===== src/rtl/core/vba_pkg.sv =====
// Volume bar aggregator package: shared widths, lane control struct and codes.
// No dependencies.
package vba_pkg;
  localparam int WORD_W = 32;
  localparam int ACC_W  = 64;
  localparam int VOL_W  = 31;
  localparam int VCOL_W = 3;
  localparam int IDX_W  = 1;
  localparam logic [IDX_W-1:0] REG_VOLUME_COLUMN = 1'd0;
  localparam logic [IDX_W-1:0] REG_BAR_VOLUME    = 1'd1;

  typedef struct packed {
    logic start;
    logic zero_div;
  } lane_ctl_t;
endpackage


===== src/rtl/core/vba_lane.sv =====
// One column lane: Q32.32 accumulator, multiply stage and restoring divider.
// Depends on vba_pkg.
module vba_lane import vba_pkg::*; (
  input  logic                     clk,
  input  logic                     rst,
  input  logic                     clear,
  input  logic                     acc_en,
  input  logic signed [WORD_W-1:0] take,
  input  logic signed [WORD_W-1:0] value,
  input  lane_ctl_t                ctl,
  input  logic [WORD_W-1:0]        divisor,
  output logic                     done,
  output logic [WORD_W-1:0]        quotient
);
  logic signed [ACC_W-1:0] acc;
  logic signed [ACC_W-1:0] prod;
  logic                    prod_vld;
  logic [ACC_W-1:0]        num;
  logic [WORD_W:0]         rem;
  logic                    neg;
  logic                    busy;
  logic [6:0]              cnt;
  logic [WORD_W:0]         rem_sh;
  logic [WORD_W:0]         rem_next;

  always_ff @(posedge clk) begin
    if (rst) begin
      prod_vld <= 1'b0;
    end else begin
      prod_vld <= acc_en;
    end
    prod <= ACC_W'(take) * ACC_W'(value);
  end

  always_ff @(posedge clk) begin
    if (rst || clear) begin
      acc <= '0;
    end else if (prod_vld) begin
      acc <= acc + prod;
    end
  end

  assign rem_sh   = {rem[WORD_W-1:0], num[ACC_W-1]};
  assign rem_next = (rem_sh >= {1'b0, divisor}) ? rem_sh - {1'b0, divisor} : rem_sh;
  assign quotient = neg ? WORD_W'(-num) : num[WORD_W-1:0];

  always_ff @(posedge clk) begin
    if (rst) begin
      busy <= 1'b0;
      done <= 1'b0;
      cnt  <= '0;
    end else if (ctl.start) begin
      busy <= !ctl.zero_div;
      done <= ctl.zero_div;
      cnt  <= 7'd0;
      neg  <= acc[ACC_W-1];
      num  <= ctl.zero_div ? '0 : (acc[ACC_W-1] ? ACC_W'(-acc) : acc);
      rem  <= '0;
    end else if (busy) begin
      rem <= rem_next;
      num <= {num[ACC_W-2:0], rem_sh >= {1'b0, divisor}};
      cnt <= cnt + 7'd1;
      if (cnt == 7'(ACC_W - 1)) begin
        busy <= 1'b0;
        done <= 1'b1;
      end
    end else if (done) begin
      done <= 1'b0;
    end
  end
endmodule


===== config.mk =====
export PLATFORM = sky130hd
export DESIGN_NAME = vba_lane
export DESIGN_NICKNAME = d
export VERILOG_FILES = /design/src/rtl/core/vba_pkg.sv /design/src/rtl/core/vba_lane.sv
export SDC_FILE = /design/constraint.sdc
export NUM_CORES = 2
export LEC_CHECK = 0
export ABC_AREA = 1
export BUFFER_PORTS_ARGS = -buffer_cell sky130_fd_sc_hd__buf_2
export CAP_MARGIN = 20
export CORE_MARGIN = 10
export CORE_UTILIZATION = 59
export DETAILED_ROUTE_END_ITERATION = 6
export PLACE_DENSITY = 0.87
export SETUP_SLACK_MARGIN = 0.05
export SYNTH_ARGS = -nofsm -noshare
export SYNTH_HDL_FRONTEND = slang
export SYNTH_SLANG_ARGS = --single-unit
export TNS_END_PERCENT = 20

===== constraint.sdc =====
create_clock -name clk -period 9.15 [get_ports clk]
set_input_delay 0.4575 -clock clk [delete_from_list [all_inputs] [get_ports clk]]
set_output_delay 0.4575 -clock clk [all_outputs]
set_load 0.02 [all_outputs]

==> results_dict.tcl <==
set metrics [dict create \
    outcome "completed" \
    htree_num_levels 1 \
    slew_viol_final 0 \
    cap_violations 0 \
    yosysWarnings 0 \
    fin_setup_tns_ps 0 \
    start_util_pct 59.4 \
    drtIter0Drc 4564 \
    wire_per_inst_um 19.3 \
    cts_resized 0 \
    seqCellArea_mm2 0.00568 \
    ant_nets 0 \
    syn_to_final_growth_pct 4.18 \
    synth-seq-area-share_pct 10.1 \
    syn_nets 9081 \
    synth_ff_type "dfxtp_1" \
    cts.sinks 235 \
    grt-ovfl-total 0 \
    synth_xor_area_share_pct 2.34 \
    vias 49200 \
    slew_headroom_pct 34.6 \
    hold_viol 0 \
    place.gp.congestion 1.05 \
    synth_top_area_cell "fa_1" \
    rows 113 \
    min_path_type "in -> reg" \
    yosysTopAreaCellShare_pct 38.6 \
    io_pins 135 \
    grt_first_pass_wirelength_um 275000 \
    whs_endpoint "prod_vld" \
    ff2ff_path_depth 13 \
    fin_crit_ps 7710 \
    antenna_found_initial 7 \
    crit_required_ps 9640 \
    grt_max_degree 80 \
    critPathMaxStageDelay_ps 940 \
    netlist_area_mm2 0.0562 \
    cts_buffers 27 \
    fp.dieW_um 329 \
    start_kind "input pin" \
    detailed_place_hpwl_um 143000 \
    setup_viol 0 \
    yosysMostFrequentCell "inv_1" \
    track_usage_pct 32.0 \
    ff2ff_setup_slack_ps 6120 \
    worstPathArrival_ps 8200 \
    cts-root-buf "clkbuf_16" \
    hold_start "acc_en" \
    grt_pass1_vias 52800 \
    die-area_mm2 0.108 \
    vias_per_cell 5.57 \
    worst_pin_slew_ps 981 \
    synth_compound_area_share_pct 6.26 \
    fp.dieH_um 329 \
    synth_seq_cells 235 \
    r2r_start "rem[21]" \
    path_class "in -> reg" \
    cts_hold_buf 0 \
    cts.path.max_buffers 3 \
    synth_edf_count 97 \
    yosysUniqueCellTypes 53 \
    synthTopCellsByCount "inv_1 (2,034), nand2_1 (1,983), fa_1 (1,084)" \
    final_cell_area_mm2 0.0586 \
    layout-drive-gt1-share_pct 3.66 \
    cp_slowest_cell "fa_1" \
    worstSkewPairLatency_ps 600 \
    avgSynthCellArea_um2 7.39 \
    endpoint_kind "flop" \
    synth_area_leaders "fa_1 (39%), inv_1 (14%), nand2_1 (13%), ha_1 (6.3%), edfxtp_1 (5.2%)" \
    crit_path_max_fanout 32 \
    first_pass_iters 7 \
    crit_top_cell "fa_1" \
    cp_cell_sequence "buf_2 > nand2_1 > fa_1 > fa_1 > fa_1 > inv_1 > fa_1 > fa_1 > fa_1 > inv_1 > fa_1 > inv_1 > fa_1 > ha_1 > inv_1 > o21ai_0 > a31oi_1 > o21ai_0 > nand2_1 > nand2_1 > a21oi_1 > nand2_1 > nand3_1 > nand2_1" \
    wirelength_um 171000 \
    synthCells 7613 \
    cts_setup_buffers 0 \
    whs_ps 54.4 \
    fmaxAchievable_mhz 130 \
    cts_tree "built" \
    yosys.area_share.simple_pct 21.1 \
    n_fill_cell 8160 \
    reg2reg_to "rem[26]" \
    hold_depth 3 \
    async_flop_share_pct 0 \
    io_buffers 134 \
    synth_top_family_by_area "adder cells" \
    drc 0 \
    clock_skew_ps 41.2 \
    path_clk_slew_ps 70 \
    synthAdderAreaFrac_pct 44.9 \
    core_region_area_mm2 0.0947 \
    rsz0062_at_grt "false" \
    yosys-mux-area-fraction_pct 0 \
    dpl_cell_area_mm2 0.0577 \
    nets 9021 \
    timing.final.crit_share_pct 84.2 \
    multi_input_area_mm2 0.0419 \
]
logic make-up (layout without fill, tap and decap cells):
group,Yosys count,in the layout
other cells,0,4
xor+xnor,150,150
compound gates,640,640
fa+ha+maj,1366,1366
buf+inv,2290,2251
simple gates,2932,2932
flops,235,235
cell usage in the layout, fill, tap and decap left out, drive strengths merged, types with 14 or more instances in the layout:
master,Yosys,routed
dfxtp,138,138
a31oi,14,14
a21o,15,15
nor4,15,15
nand2,2000,2000
nor2,497,497
fa,1084,1084
o21ai,230,230
o21bai,36,36
xnor2,20,20
inv,2036,2047
edfxtp,97,97
buf,13,163
ha,282,282
nand3b,16,16
nor3,69,69
a21oi,302,302
xor2,130,130
nand4,63,63
nand3,253,253
clkbuf,239,32
worst max-delay path, delay by kind of cell:
| kind | cells | cell delay, ps |
|---|---|---|
| compound gates | 4 | 690 |
| fa+ha+maj | 9 | 5040 |
| buf+inv | 5 | 1210 |
| simple gates | 6 | 760 |
how the worst max path moves through the flow:
stage | startpoint | to | slack, ps | cells past startpoint
5_1_grt | value[5] | prod[63] | 1020 | 28
3_3_place_gp | value[8] | prod[63] | 1070 | 24
4_1_cts | value[2] | prod[55] | 1500 | 25
2_1_floorplan | take[31] | prod[62] | 1920 | 27
3_5_place_dp | value[8] | prod[63] | 850 | 24
6_report | value[8] | prod[63] | 1440 | 24
sequential cells by signal (all words and copies together), names as in the netlist:
name	count
acc	64
busy	1
cnt	7
done	1
neg	1
num	64
prod	64
prod_vld	1
rem	32
final cells by class:
class | instances | share of cell area [%]
Clock inverter | 18 | 0.250
Timing Repair Buffer | 163 | 1.52
Multi-Input combinational cell | 5088 | 71.6
Tap cell | 1265 | 2.70
Antenna cell | 4 | 0.0171
Sequential cell | 235 | 9.69
Clock buffer | 32 | 1.19
Inverter | 2038 | 13.1
per-stage QoR:
stage	setup WS, ps	std cells	util, %
finish	1440	8843	61.8
global route	1020	8842	61.8
CTS	1500	8839	61.8
detailed placement	851	8789	60.9
global placement	1070	8789	60.9
floorplan	1920	7613	-
routing by layer:
layer  vias to the layer above  wire [um]  GRT usage (%)
met5                         -         36              0
met4                         6      10400           16.7
met3                       694      16900           5.47
met2                      2848      80600           53.6
met1                     23500      62900           39.4
li1                      22200          -              -
Power is left out: the tool's default activity adds up to more than one toggle a clock period on the data nets, which glitch-free logic cannot reach.
